File: src/hw/rtl/acfa_pkg.sv
// shared constants and types for the alternating-class fifo arbiter
`default_nettype none

package acfa_pkg;

    localparam int DEPTH      = 16;
    localparam int COUNT_W    = $clog2(DEPTH + 1);
    localparam int DATA_W     = 32;
    localparam int OP_W       = 2;
    localparam int STATUS_W   = 2;
    localparam int FILL_W     = 5;
    localparam int S_TDATA_W  = 32;
    localparam int M_TDATA_W  = 40;

    localparam logic [OP_W-1:0] OP_PUT_ONE = 2'd0;
    localparam logic [OP_W-1:0] OP_PUT_TWO = 2'd1;
    localparam logic [OP_W-1:0] OP_GET     = 2'd2;

    localparam logic [STATUS_W-1:0] ST_PUT_OK  = 2'd0;
    localparam logic [STATUS_W-1:0] ST_GET_OK  = 2'd1;
    localparam logic [STATUS_W-1:0] ST_REFUSED = 2'd2;

    // per-cell control: shift from the neighbour or load the put data
    typedef struct packed {
        logic shift;
        logic load;
    } cell_ctl_t;

    // arbitration outcome for the current request
    typedef struct packed {
        logic take_put;
        logic take_get;
    } decision_t;

    // arbiter state as seen by the datapath
    typedef struct packed {
        logic [COUNT_W-1:0] count;
        logic               expect_one;
        logic               hold;
    } arb_state_t;

endpackage

`default_nettype wire

File: src/hw/rtl/acfa_cell.sv
// one storage cell of the shifting fifo chain
`default_nettype none

module acfa_cell (
    input  wire                        aclk,
    input  acfa_pkg::cell_ctl_t        ctl,
    input  wire [acfa_pkg::DATA_W-1:0] neighbour_data,
    input  wire [acfa_pkg::DATA_W-1:0] put_data,
    output logic [acfa_pkg::DATA_W-1:0] data
);
    import acfa_pkg::*;

    logic [DATA_W-1:0] data_reg;
    logic [DATA_W-1:0] data_next;

    always_comb begin
        data_next = data_reg;
        if (ctl.shift) begin
            data_next = neighbour_data;
        end else if (ctl.load) begin
            data_next = put_data;
        end
    end

    always_ff @(posedge aclk) begin
        data_reg <= data_next;
    end

    assign data = data_reg;

endmodule

`default_nettype wire

File: src/hw/rtl/acfa_ctrl.sv
// arbitration state: fill count, expected class and hold flag
`default_nettype none

module acfa_ctrl (
    input  wire                      aclk,
    input  wire                      aresetn,
    input  wire                      accept,
    input  wire [acfa_pkg::OP_W-1:0] opcode,
    output acfa_pkg::decision_t      dec,
    output acfa_pkg::arb_state_t     state
);
    import acfa_pkg::*;

    logic [COUNT_W-1:0] count_reg;
    logic [COUNT_W-1:0] count_next;
    logic               expect_one_reg;
    logic               expect_one_next;
    logic               hold_reg;
    logic               hold_next;
    logic               is_put;
    logic               right_class;
    logic               set_hold;

    always_comb begin
        is_put      = (opcode == OP_PUT_ONE) || (opcode == OP_PUT_TWO);
        right_class = is_put && ((opcode == OP_PUT_ONE) == expect_one_reg);
        dec         = '0;
        set_hold    = 1'b0;
        if (opcode == OP_PUT_ONE || opcode == OP_PUT_TWO || opcode == OP_GET) begin
            if (count_reg == '0) begin
                dec.take_put = right_class;
            end else if (count_reg >= COUNT_W'(DEPTH)) begin
                dec.take_get = (opcode == OP_GET);
            end else if (hold_reg) begin
                dec.take_put = right_class;
            end else if (opcode == OP_GET) begin
                dec.take_get = 1'b1;
            end else if (right_class) begin
                dec.take_put = 1'b1;
            end else begin
                set_hold = 1'b1;
            end
        end
    end

    always_comb begin
        count_next      = count_reg;
        expect_one_next = expect_one_reg;
        hold_next       = hold_reg;
        if (accept) begin
            if (dec.take_put) begin
                count_next      = count_reg + 1'b1;
                expect_one_next = !expect_one_reg;
                hold_next       = 1'b0;
            end else if (dec.take_get) begin
                count_next = count_reg - 1'b1;
            end else if (set_hold) begin
                hold_next = 1'b1;
            end
        end
    end

    always_ff @(posedge aclk) begin
        if (!aresetn) begin
            count_reg      <= '0;
            expect_one_reg <= 1'b1;
            hold_reg       <= 1'b0;
        end else begin
            count_reg      <= count_next;
            expect_one_reg <= expect_one_next;
            hold_reg       <= hold_next;
        end
    end

    assign state.count      = count_reg;
    assign state.expect_one = expect_one_reg;
    assign state.hold       = hold_reg;

endmodule

`default_nettype wire

File: src/hw/rtl/alternating_class_fifo_arbiter.sv
// top level: alternating-class fifo arbiter over a shifting cell chain
//
// Input channel s_*: one request per beat, kind in s_tuser (0 put class one,
// 1 put class two, 2 get), the data word for a put in s_tdata.
// Output channel m_*: exactly one result beat per request, status in m_tuser
// (0 put taken, 1 get taken, 2 refused), get value and fill level in m_tdata.
// Storage is a row of 16 cells; the oldest word sits in cell 0, a get shifts
// every cell one place towards it, a put loads the cell at the fill count.
// A request accepted by the fifo has its result on m_* from the next cycle. One
// request per cycle is taken, set by the single result register in front of
// m_*; s_tready stays high while that register is empty or being drained in
// the same cycle.
// When the receiver stalls, the result is held and s_tready drops until it is
// taken. Reset empties the fifo, expects class one, clears the hold flag and
// the result valid flag; cell contents are not cleared and never read unwritten.
`default_nettype none

module alternating_class_fifo_arbiter (
    input  wire                           aclk,
    input  wire                           aresetn,
    input  wire                           s_tvalid,
    output logic                          s_tready,
    input  wire [acfa_pkg::S_TDATA_W-1:0] s_tdata,  // [31:0] put_value
    input  wire [acfa_pkg::OP_W-1:0]      s_tuser,  // [1:0] opcode
    output logic                          m_tvalid,
    input  wire                           m_tready,
    output logic [acfa_pkg::M_TDATA_W-1:0] m_tdata, // [31:0] get_value, [36:32] fill_level
    output logic [acfa_pkg::STATUS_W-1:0] m_tuser   // [1:0] status
);
    import acfa_pkg::*;

    logic                 s_accept;
    decision_t            dec;
    arb_state_t           arb;
    cell_ctl_t            cell_ctl [DEPTH];
    logic [DATA_W-1:0]    cell_q   [DEPTH];
    logic [DATA_W-1:0]    neighbour[DEPTH];
    logic [COUNT_W-1:0]   fill_after;

    logic                 m_valid_reg;
    logic                 m_valid_next;
    logic [STATUS_W-1:0]  status_reg;
    logic [DATA_W-1:0]    get_value_reg;
    logic [FILL_W-1:0]    fill_reg;

    assign s_tready = !m_valid_reg || m_tready;
    assign s_accept = s_tvalid && s_tready;

    acfa_ctrl u_ctrl (
        .aclk    (aclk),
        .aresetn (aresetn),
        .accept  (s_accept),
        .opcode  (s_tuser),
        .dec     (dec),
        .state   (arb)
    );

    genvar i;
    generate
        for (i = 0; i < DEPTH; i++) begin : g_cell
            if (i == DEPTH - 1) begin : g_tail
                assign neighbour[i] = '0;
            end else begin : g_body
                assign neighbour[i] = cell_q[i+1];
            end
            assign cell_ctl[i].shift = s_accept && dec.take_get;
            assign cell_ctl[i].load  = s_accept && dec.take_put
                                       && (arb.count == COUNT_W'(i));
            acfa_cell u_cell (
                .aclk           (aclk),
                .ctl            (cell_ctl[i]),
                .neighbour_data (neighbour[i]),
                .put_data       (s_tdata[DATA_W-1:0]),
                .data           (cell_q[i])
            );
        end
    endgenerate

    always_comb begin
        fill_after = arb.count;
        if (dec.take_put) begin
            fill_after = arb.count + 1'b1;
        end else if (dec.take_get) begin
            fill_after = arb.count - 1'b1;
        end
        m_valid_next = m_valid_reg;
        if (s_accept) begin
            m_valid_next = 1'b1;
        end else if (m_tready) begin
            m_valid_next = 1'b0;
        end
    end

    always_ff @(posedge aclk) begin
        if (!aresetn) begin
            m_valid_reg <= 1'b0;
        end else begin
            m_valid_reg <= m_valid_next;
        end
    end

    always_ff @(posedge aclk) begin
        if (s_accept) begin
            fill_reg <= FILL_W'(fill_after);
            if (dec.take_put) begin
                status_reg    <= ST_PUT_OK;
                get_value_reg <= '0;
            end else if (dec.take_get) begin
                status_reg    <= ST_GET_OK;
                get_value_reg <= cell_q[0];
            end else begin
                status_reg    <= ST_REFUSED;
                get_value_reg <= '0;
            end
        end
    end

    assign m_tvalid = m_valid_reg;
    assign m_tuser  = status_reg;
    assign m_tdata  = {{(M_TDATA_W - DATA_W - FILL_W){1'b0}}, fill_reg, get_value_reg};

`ifndef SYNTHESIS
    a_count_bound: assert property (@(posedge aclk) disable iff (!aresetn)
        arb.count <= COUNT_W'(DEPTH))
        else $error("fill count beyond depth");

    a_put_toggles: assert property (@(posedge aclk) disable iff (!aresetn)
        (s_accept && dec.take_put) |=> (arb.expect_one != $past(arb.expect_one)))
        else $error("expected class did not toggle after put");

    a_refuse_keeps_count: assert property (@(posedge aclk) disable iff (!aresetn)
        (s_accept && !dec.take_put && !dec.take_get) |=> (arb.count == $past(arb.count)))
        else $error("refused request changed fill count");

    a_hold_partial: assert property (@(posedge aclk) disable iff (!aresetn)
        arb.hold |-> (arb.count != '0 && arb.count < COUNT_W'(DEPTH)))
        else $error("hold flag set outside partly filled state");
`endif

endmodule

`default_nettype wire
File: config.mk
export PLATFORM = sky130hd
export DESIGN_NAME = alternating_class_fifo_arbiter
export DESIGN_NICKNAME = d
export VERILOG_FILES = /design/src/hw/rtl/acfa_pkg.sv /design/src/hw/rtl/acfa_cell.sv /design/src/hw/rtl/acfa_ctrl.sv /design/src/hw/rtl/alternating_class_fifo_arbiter.sv
export SDC_FILE = /design/constraint.sdc
export NUM_CORES = 1
export LEC_CHECK = 0
export BUFFER_PORTS_ARGS = -buffer_cell sky130_fd_sc_hd__buf_2
export CAP_MARGIN = 20
export CELL_PAD_IN_SITES_DETAIL_PLACEMENT = 0
export CELL_PAD_IN_SITES_GLOBAL_PLACEMENT = 1
export CORE_MARGIN = 5
export CORE_UTILIZATION = 50
export DETAILED_ROUTE_END_ITERATION = 6
export PLACE_DENSITY_LB_ADDON = 0.1
export SYNTH_ARGS = -nofsm -noshare
export SYNTH_HDL_FRONTEND = slang
export SYNTH_SLANG_ARGS = --single-unit
File: constraint.sdc
create_clock -name aclk -period 11.2 [get_ports aclk]
set_clock_uncertainty 0.05 [all_clocks]
set_input_delay 2.24 -clock aclk [delete_from_list [all_inputs] [get_ports aclk]]
set_output_delay 2.24 -clock aclk [all_outputs]
set_load 0.05 [all_outputs]
== After elaboration in Yosys (flattened, before gate mapping) ==
Cells that the tools add are included.

* Bits in writable memories: 0
* Latch bits: 0
* Bits in read-only memories: 0
* Logic and storage cells: 147
* Bits in registers: 559
* Bits of input ports: 38
* Memories: 0

* Reductions and logical operators: 47
* Shifts and indexed selects: 0
* Divide/modulo/power cells: 0
* $mul: 0
* Add/subtract/negate cells: 2
* Order comparisons: 1
* Multiplexer cells: 54
* Bitwise gates (word level): 1
* Equal/unequal tests: 19

{| class="wikitable"
|+ Operators with widths
! kind !! count
|-
| 2-to-1 mux 32 bit || 30
|-
| equality test 5 x 4 -> 1 bit (second input constant) || 8
|-
| nonzero test 2 bit || 17
|-
| equality test 5 x 3 -> 1 bit (second input constant) || 4
|-
| logical AND 1 bit || 20
|-
| 2-to-1 mux 1 bit || 20
|-
| equality test 5 x 2 -> 1 bit (second input constant) || 2
|-
| 2-to-1 mux 5 bit || 2
|-
| adder 5 x 1 -> 5 bit (second input constant) || 1
|-
| equality test 5 x 1 -> 1 bit (second input constant) || 1
|-
| >= comparator 5 bit (second input constant) || 1
|-
| zero test 5 bit || 1
|-
| subtractor 5 x 1 -> 5 bit (second input constant) || 1
|-
| 2-to-1 mux 2 bit || 2
|-
| logical OR 1 bit || 3
|-
| AND reduction 3 bit || 1
|-
| equality test 2 x 1 -> 1 bit (second input constant) || 1
|-
| equality test 2 bit (second input constant) || 1
|-
| zero test 1 bit || 2
|-
| zero test 2 bit || 1
|-
| != test 2 x 1 -> 1 bit (second input constant) || 1
|-
| AND reduction 2 bit || 1
|-
| OR reduction 2 bit || 1
|-
| equality test 1 bit || 1
|-
| inverter 1 bit || 1
|}

== Logic depth before layout (Yosys ltp) ==
Gate-level depths: netlist of run 1.

* Depth after elaboration: 13
* Mapped depth: 9
* Gate-level depth less buffers: 7

== Modules after synthesis ==
Synthesis of run 1 repeated with hierarchy kept, for this count alone.

* Cells, all modules: 1289
* Area total of the unflattened synthesis: 26411.6 µm²

{| class="wikitable"
|+ Modules (own cells, without submodules)
! module !! instances !! cells each !! area each (µm²)
|-
| acfa_cell || 16 || 69 || 1507.7
|-
| alternating_class_fifo_arbiter || 1 || 135 || 1824.2
|-
| acfa_ctrl || 1 || 50 || 464.2
|}

== Worst setup path after synthesis of run 1 ==
Ideal clock, no wire load.

* Path type: input -> register
* Start point: input m_tready
* End point: register g_cell[12].u_cell.data_reg[0], enable pin
* Data required time: 10.680 ns
* Stages: 5
* Library setup time: 0.470 ns
* Buffers on the path: 1
* Setup slack: 5.049 ns
* Arrival: 5.631 ns
* Path through: nor2b_1 inv_1 nand4_1 clkbuf_1 o31ai_1

* Longest elaborated chain between the ends: 5
* Elaborated cells on any way between the ends: 6
* Those cells by class: 6 x reduce/logical

{| class="wikitable"
|+ RTL lines
! what !! line !! text
|-
| from (decl) || alternating_class_fifo_arbiter.sv:26 || <nowiki>input wire m_tready,</nowiki>
|-
| logical OR 1 bit * || alternating_class_fifo_arbiter.sv:46 || <nowiki>assign s_tready = !m_valid_reg || m_tready;</nowiki>
|-
| via s_tready || alternating_class_fifo_arbiter.sv:22 || <nowiki>output logic s_tready,</nowiki>
|-
| logical AND 1 bit * || alternating_class_fifo_arbiter.sv:47 || <nowiki>assign s_accept = s_tvalid && s_tready;</nowiki>
|-
| logical AND 1 bit || alternating_class_fifo_arbiter.sv:67 || <nowiki>assign cell_ctl[i].load = s_accept && dec.take_put</nowiki>
|-
| logical AND 1 bit || alternating_class_fifo_arbiter.sv:68 || <nowiki>&& (arb.count == COUNT_W'(i));</nowiki>
|-
| nonzero test 2 bit (no source line) * || -- ||
|-
| to (signal assigned) || acfa_cell.sv:26 || <nowiki>data_reg <= data_next;</nowiki>
|-
| to (decl) || acfa_cell.sv:13 || <nowiki>logic [DATA_W-1:0] data_reg;</nowiki>
|}

Mark *: on every way through the listed nets, which the timed path passes. The rest lies on a longest branch.
A chain may end at the register's enable or synchronous reset.

== Worst setup path in the final report of run 1 ==
* Start point: input s_tuser[0] (netlist bit)
* End point: register g_cell[1].u_cell.data_reg[16], enable pin

* Longest elaborated chain between the ends: 12
* Elaborated cells on any way between the ends: 21
* Those cells by class: 3 x eq/ne; 10 x mux; 8 x reduce/logical

{| class="wikitable"
|+ RTL lines
! what !! line !! text
|-
| from (decl) || alternating_class_fifo_arbiter.sv:24 || <nowiki>input wire [acfa_pkg::OP_W-1:0] s_tuser,</nowiki>
|-
| equality test 2 x 1 -> 1 bit / zero test 2 bit (equally long branches) || acfa_ctrl.sv:25, acfa_ctrl.sv:29, acfa_ctrl.sv:26 ||
|-
| logical OR 1 bit / equality test 1 bit (equally long branches) || acfa_ctrl.sv:25, acfa_ctrl.sv:29, acfa_ctrl.sv:26 ||
|-
| logical AND 1 bit || acfa_ctrl.sv:26 || <nowiki>right_class = is_put && ((opcode == OP_PUT_ONE) == expect_one_reg);</nowiki>
|-
| 2-to-1 mux 1 bit || acfa_ctrl.sv:38 || <nowiki>end else if (right_class) begin</nowiki>
|-
| 2-to-1 mux 1 bit || acfa_ctrl.sv:36 || <nowiki>end else if (opcode == OP_GET) begin</nowiki>
|-
| 2-to-1 mux 1 bit || acfa_ctrl.sv:34 || <nowiki>end else if (hold_reg) begin</nowiki>
|-
| 2-to-1 mux 1 bit || acfa_ctrl.sv:32 || <nowiki>end else if (count_reg >= COUNT_W'(DEPTH)) begin</nowiki>
|-
| 2-to-1 mux 1 bit || acfa_ctrl.sv:30 || <nowiki>if (count_reg == '0) begin</nowiki>
|-
| 2-to-1 mux 2 bit * || acfa_ctrl.sv:29 || <nowiki>if (opcode == OP_PUT_ONE || opcode == OP_PUT_TWO || opcode == OP_GET) begin</nowiki>
|-
| logical AND 1 bit || alternating_class_fifo_arbiter.sv:67 ||
|-
| logical AND 1 bit || alternating_class_fifo_arbiter.sv:68 ||
|-
| nonzero test 2 bit (no source line) * || -- ||
|-
| to (signal assigned) || acfa_cell.sv:26 ||
|-
| to (decl) || acfa_cell.sv:13 ||
|}

Every way passes the cells marked *; elsewhere a longest branch is shown, timed or not.

==> results of run 1 <==
-- power breakdown --
group | internal (mW) | switching, mW
Sequential | 2.34 | 0.0135
Combinational | 0.102 | 0.193
Clock | 1.14 | 0.772
Total | 3.58 | 0.978
-- Yosys cell counts, drive strengths merged (2+ instances only) --
master and count:
buf 48, a21oi 37, nor4 3, or3 3, and2 32, clkbuf 74, nor2b 2, o21ai 33
nor3 5, nand2b 3, nand3 34, a21o 487, a21boi 32, ha 6, nand2 15, mux2i 3
or2 2, dfxtp 40, a32oi 2, xnor2 4, edfxtp 519, nand4 2, nor2 6, o31ai 7
and3 3, inv 9, xor2 2
-- metal layers --
metal | wire length [um] | GRT usage [%] | up-vias
li1 | - | - | 5515
met1 | 20500 | 25.0 | 6254
met2 | 24300 | 33.1 | 219
met3 | 1870 | 2.77 | 77
met4 | 1070 | 5.24 | 0
met5 | 0 | 0 | -
-- layout by cell type, fill, tap and decap left out, drive strengths merged, types with 2 or more instances in the layout --
cell type and n:
and2 32, a21o 487, clkbuf 94, nand4 2, or3 3, xor2 2, nor3 5, or2 2
nand3 34, nand2 15, a21boi 32, nor4 3, buf 103, o21ai 33, ha 6, inv 8
mux2i 3, and3 3, conb 3, clkinv 14, nand2b 3, a32oi 2, bufinv 2, edfxtp 519
o31ai 7, nor2 6, nor2b 2, xnor2 4, dfxtp 40, a21oi 37
-- metrics by stage --
step	instances	hold WS (ns)	cell area, um2
floorplan	1426	0.404	22600
global placement	1998	0.412	23400
detailed placement	1998	0.417	23400
CTS	2107	0.425	25300
global route	2109	0.442	25300
finish	2109	0.427	25300
-- worst min-delay path, cell delays in order (launching register included) --
cell and delay, ns:
sky130_fd_sc_hd__dfxtp_1 0.30, sky130_fd_sc_hd__o21ai_0 0.06, sky130_fd_sc_hd__a21oi_1 0.06
-- logic make-up after synthesis --
logic type	Yosys count	synth area share (%)
and+or+nand+nor	111	2.76
muxes	3	0.133
adders and majority gates	6	0.333
AOI/OAI and AO/OA	607	20.9
other	1	0.0166
xor gates and xnor gates	6	0.233
DFF	559	72.6
buffers and inverters	131	2.99
-- worst min path at each step --
stage,start,to,slack [ns],cells past startpoint
2_1_floorplan,g_cell[15].u_cell.data[0]$_SDFFE_PN0P_,g_cell[15].u_cell.data[0]$_SDFFE_PN0P_,0.40,2
3_3_place_gp,g_cell[15].u_cell.data[1]$_SDFFE_PN0P_,g_cell[15].u_cell.data[1]$_SDFFE_PN0P_,0.41,2
3_5_place_dp,g_cell[15].u_cell.data[22]$_SDFFE_PN0P_,g_cell[15].u_cell.data[22]$_SDFFE_PN0P_,0.42,2
4_1_cts,g_cell[15].u_cell.data[22]$_SDFFE_PN0P_,g_cell[15].u_cell.data[22]$_SDFFE_PN0P_,0.43,2
5_1_grt,g_cell[15].u_cell.data[10]$_SDFFE_PN0P_,g_cell[15].u_cell.data[10]$_SDFFE_PN0P_,0.44,2
6_report,g_cell[15].u_cell.data[12]$_SDFFE_PN0P_,g_cell[15].u_cell.data[12]$_SDFFE_PN0P_,0.43,2
-- area by class of cell --
class / count / area, um2
fillers: 3536 / 19100
well taps: 592 / 741
repair buffers: 103 / 611
inverters: 9 / 38.8
diodes: 1 / 2.50
clock inverters: 15 / 125
clock buffers: 94 / 1800
flip-flops and latches: 559 / 16400
multi-input cells: 736 / 5640
==> results list, run 1 <==
- In the post-route analysis, the smallest setup slack over all paths is 5.64 ns.
* Count of buffers added by post-CTS timing repair for setup: 0
- In this run the worst hold path is classified as flip-flop to flip-flop.
- Ys async rst share: 0%
- The count of buffers added on input and output ports is 78.
- The count of final hold-check violations was 0.
* Vias per cell: 5.72
- TritonCTS clock tree: done
* Global-route usage over all layers: 18.9%
* Most common cell on crit path: sky130_fd_sc_hd__buf_4
- Synthesis inferred 559 register bits.
* Cell area after synthesis: 0.0226 mm2
- Setup repair after global routing left no endpoint under its margin.
- The worst setup path is captured at a flip-flop.
* Clock latency on the worst-skew pair: 0.60 ns
- Weighted congestion at the end of routability-driven global placement: 0.739
- Classification of the worst setup path: primary input to flip-flop
* Die footprint: 0.0495 mm2
* Util after Layout: 57.1%
* H-tree depth: 2
- The first global-routing pass estimated 72800 um of wire.
- Entering global routing, the biggest net connects 206 pins.
* CP Launch Point: s_tuser[0]
- After clock tree synthesis, the clock-pin slew on the worst setup and hold paths is 0.06 ns.
* Post-detailed-routing wire length: 47700 um
* R2R cell count: 9
- Vias in the first global route: 12.1k
- Core Rows: 77
- Global-route congestion overflow total: 0
* Average cell area after synthesis: 15.8 um2
- For this run, the slowest stage of the critical path takes 0.77 ns.
- Max frequency: 180 MHz
- sky130_fd_sc_hd__edfxtp_1 takes more of the synthesized area than any other cell.
- Maximum root-to-sink buffer count: 3
- In this run the critical register-to-register path is captured at g_cell[1].u_cell.data[16]$_DFFE_PP_.
* Nets: 1511
* Worst-margin pin slew: 1.11 ns
* Cts hold-fix bufs: 0
- In the final layout, the share of cells above drive strength 1 is 16.2%.
* HPWL Detailed: 25400 um
- Counting distinct cell types in the post-synthesis netlist gives 47.
* Antenna violations before repair: 2
* Worst slew margin: 26.3%
- The worst register-to-register path has a setup slack of 6.51 ns.
- Crit-path cells: buf_2 > nor2b_1 > nand3_4 > nor2_4 > buf_4 > buf_12 > a21o_1 > buf_4
- Synthesis Warnings: 0
- Max-cap violations in this run came to 0.
* Detailed-router iteration count before antenna repair: 5
* Initial core utilization: 50.8%
- The worst-case IR drop observed on VDD is 0.121 mV.
- Setup total negative slack on the finished layout was measured at 0 ns.
* DIE HEIGHT: 222 um
- Initial DRC Count: 914
- For the worst setup path, the data required time is 11.41 ns.
- Post-route DRC violation count: 0
- The slowest stage of the critical path is the sky130_fd_sc_hd__a21o_1 cell.
- Overall power of the completed layout: 4.56 mW
- CTS placed an instance of sky130_fd_sc_hd__clkbuf_16 at the clock tree root.
* Flip-flop count of the largest register, all copies and words added: 512
* Signal arrival time at the worst endpoint: 5.78 ns
- CP top delay family: buffers and inverters
* Worst R2R Start: u_ctrl.count_reg[0]$_SDFFE_PN0P_
- Once the clock tree was built, the resizer swapped 0 gates to a different size.
- Setup-failing EPs final: 0
* Final number of max-transition violations: 0
* Core Box Area: 0.0444 mm2
- Share of the synthesized area in the top cell type: 69.1%
- Clock tree synthesis inserted a total of 58 buffers.
* Number of instances in the synthesized netlist: 1424
* Crit path depth: 8
- Of all nets on the critical path, the largest fanout is 205.
- Leakage: 10.7 nW
- OpenSTA, run right after detailed placement, puts the worst setup slack at 5.09 ns.
- The synthesized design contains 519 enable-type register cells.
* Detail-routed net length per standard cell: 22.6 um
- Cell types occupying the most area after synthesis: sky130_fd_sc_hd__edfxtp_1 69%, sky130_fd_sc_hd__a21o_1 16%, sky130_fd_sc_hd__dfxtp_1 3.5%, sky130_fd_sc_hd__a21boi_4 2.3%, sky130_fd_sc_hd__clkbuf_1 1.2%
- Die boundary width: 222 um
- The run finished with clean final reports.
- CP endpoint: g_cell[1].u_cell.data[16]$_DFFE_PP_
- The tree built by TritonCTS fans out to 559 sinks.
* Top-Level Pins: 82
- The count of nets left with antenna violations once routing finished came out at 0.
- Via total after detailed routing: 12.1k
* Post-layout minimum cycle time: 5.56 ns
- Top FF cell, synth: sky130_fd_sc_hd__edfxtp_1
- The critical path contains buffers and inverters numbering 4 combined.
- The share of the Yosys chip area taken by registers is 72.6%.
- Final clock period utilization by the worst path: 49.6%
- Power Density: 180 mW/mm2
* Category of the worst setup path launch point: primary input
- Compared with the post-synthesis result, the final layout area differs by 12.3%.
No activity file was read; power rests on OpenSTA's default activity.
==> run 2, diff against run 1 <==
==> constraint.sdc (replaced) <==
create_clock -name aclk -period 5.6 [get_ports aclk]
set_clock_uncertainty 0.05 [all_clocks]
set_input_delay 1.12 -clock aclk [delete_from_list [all_inputs] [get_ports aclk]]
set_output_delay 1.12 -clock aclk [all_outputs]
set_load 0.05 [all_outputs]
==> results list, run 2 (synthesis results as in run 1) <==
* Fill cells: 3571
- Data on the critical path arrives at its endpoint at 3.91 ns.
* Clock edge transition at the registers on the reported setup and hold paths: 0.07 ns
- Global-route congestion overflow total: 0
- HPWL Detailed: 26600 um
- For this run, the top clock speed supported by timing is 270 MHz.
* Nets: 1513
- For this block, the initial DRC count from the detailed router was 1233.
- Cts hold-fix bufs: 0
- The post-route netlist has 15.8% of its cells at a drive strength greater than 1.
- Weighted congestion at the end of routability-driven global placement: 0.791
* Via total after detailed routing: 12.1k
- Die boundary width: 222 um
- H-tree depth: 2
- At the pin with the least slew margin, the transition time is 1.09 ns.
* Commonest cells after routing, fill and taps aside: 519 x sky130_fd_sc_hd__edfxtp_1, 482 x sky130_fd_sc_hd__a21o_1, 78 x sky130_fd_sc_hd__buf_2, 57 x sky130_fd_sc_hd__clkbuf_16, 40 x sky130_fd_sc_hd__dfxtp_1
- Required time reported for the critical path endpoint: 5.80 ns
* Vias per cell: 5.72
* Root Buffer Master: sky130_fd_sc_hd__clkbuf_16
- Headroom to the max-slew limit came out at 27.6%.
* DIE HEIGHT: 222 um
* Count of buffers added by post-CTS timing repair for setup: 0
- The worst setup path is launched from a flip-flop.
* Final clock period utilization by the worst path: 66.2%
* Global-route usage over all layers: 18.8%
- Clock latency on the worst-skew pair: 0.59 ns
- TritonCTS Sinks: 559
- Area of the multi-input gates: 0.00564 mm2
* Core Rows: 77
- TritonCTS clock tree: done
- Maximum net fanout on the critical path: 29
- After detailed routing, the number of remaining DRC violations is 0.
- Unrepaired setup endpoints after global routing: false
- The area growth from synthesis to layout is 12.0%.
* Vias in the first global route: 12.1k
- After layout, the minimum clock period comes to 3.70 ns.
- Antenna diodes: 0
- Pin placement for this block handled 82 I/O pins.
- The number of antenna violations at the first check in global routing came to 1.
- Final-report hold violation count: 0
- Post-detailed-routing wire length: 47300 um
- The final number of max-transition violations came to 0.
- Global routing usage on met2: 32.3%
- Leakage: 10.7 nW
* Power Density: 353 mW/mm2
* Met3 Usage GRT: 2.65%
* Classification of the worst setup path: flip-flop to flip-flop
* Core Box Area: 0.0444 mm2
- Max-cap violations in this run came to 0.
- STA classifies the critical path endpoint as a flip-flop.
* ANT nets after route: 0
* Hold Path Class: flip-flop to flip-flop
* Die footprint: 0.0495 mm2
* Overall power of the completed layout: 8.92 mW
* Leading cell type in the layout, fill and taps excluded: sky130_fd_sc_hd__edfxtp_1
* Post-Route Hold Slack: 0.426 ns
* Maximum root-to-sink buffer count: 3
- The register with the most flip-flops in the layout has 512 of them.
- Peak ir drop on the vdd network: 0.267 mV
- Number of buffer cells added on primary ports: 78
- The first TritonRoute pass finished after 4 iterations.
- The first global-routing pass estimated 72900 um of wire.
- Setup violations remaining at the end of the flow were counted as 0.
- Initial core utilization: 50.8%
- Adding up every negative setup slack in the final design gives 0 ns.
- Dividing the detail-routed wire length by the instance count gives 22.4 um.
* Clock buffers created by TritonCTS: 56
* Layer with the highest usage: met2
- The flow ran to the end, and the final reports show no timing, DRC or antenna violations.
- Met1 Use GR: 24.9%
* Sequential cell area in the final layout: 0.0164 mm2
- CTS-repair resized insts: 0
* Largest net degree at the start of global routing: 238
-- run 2: cell types whose count changed in the layout (fill, tap and decap cells not counted), sizes merged --
cell / previous run / this run
buf: 103 / 107
bufinv: 2 / 3
clkbuf: 94 / 73
clkinv: 14 / 27
diode: 1 / 0
inv: 8 / 10
-- run 2: critical path, stage by stage (launching register included) --
cell and delay (ns):
sky130_fd_sc_hd__dfxtp_1 0.48, sky130_fd_sc_hd__inv_1 0.16, sky130_fd_sc_hd__ha_1 0.28, sky130_fd_sc_hd__or4b_4 0.25
sky130_fd_sc_hd__nand3_4 0.15, sky130_fd_sc_hd__inv_4 0.48, sky130_fd_sc_hd__nand2_1 0.56, sky130_fd_sc_hd__o31ai_4 0.44
sky130_fd_sc_hd__buf_4 0.48
-- run 2: through the flow --
stage | area, um2 | cells | worst slack, ns | util (%)
3_3_place_gp | 23400 | 1997 | 1.37 | 52.6
3_5_place_dp | 23500 | 2002 | 1.31 | 52.9
5_1_grt | 25300 | 2107 | 1.69 | 56.9
6_report | 25300 | 2107 | 1.90 | 56.9
2_1_floorplan | 22600 | 1426 | 0.569 | -
4_1_cts | 25200 | 2106 | 1.85 | 56.8
-- run 2: per-layer routing --
metal  part of all wire, %  vias up
li1                      -     5518
met3                   3.2       73
met1                    44     6271
met2                    50      195
met4                   2.9        0
met5                     0        -
-- run 2: worst paths after layout --
path / slack, ns / from / to / cells past startpoint
setup / recovery: 1.90 / u_ctrl.count_reg[0]$_SDFFE_PN0P_ / g_cell[8].u_cell.data[19]$_DFFE_PP_ / 8
setup reg to reg: 1.90 / u_ctrl.count_reg[0]$_SDFFE_PN0P_ / g_cell[8].u_cell.data[19]$_DFFE_PP_ / 8
hold / removal: 0.43 / g_cell[15].u_cell.data[12]$_SDFFE_PN0P_ / g_cell[15].u_cell.data[12]$_SDFFE_PN0P_ / 2
hold reg to reg: 0.43 / g_cell[15].u_cell.data[12]$_SDFFE_PN0P_ / g_cell[15].u_cell.data[12]$_SDFFE_PN0P_ / 2
-- run 2: report_power, final --
part           switching, mW  total (mW)  internal [mW]
Sequential            0.0257        4.71           4.68
Clock                   1.53        3.61           2.08
Combinational          0.387       0.595          0.208
Total                   1.94        8.92           6.97
-- run 2: final cells by class --
type	instances	share of cell area (%)
repair buffers	107	2.75
inverters	9	0.154
flip-flops and latches	559	64.9
clock inverters	31	0.842
multi-input cells	736	22.3
well taps	592	2.93
clock buffers	73	6.16
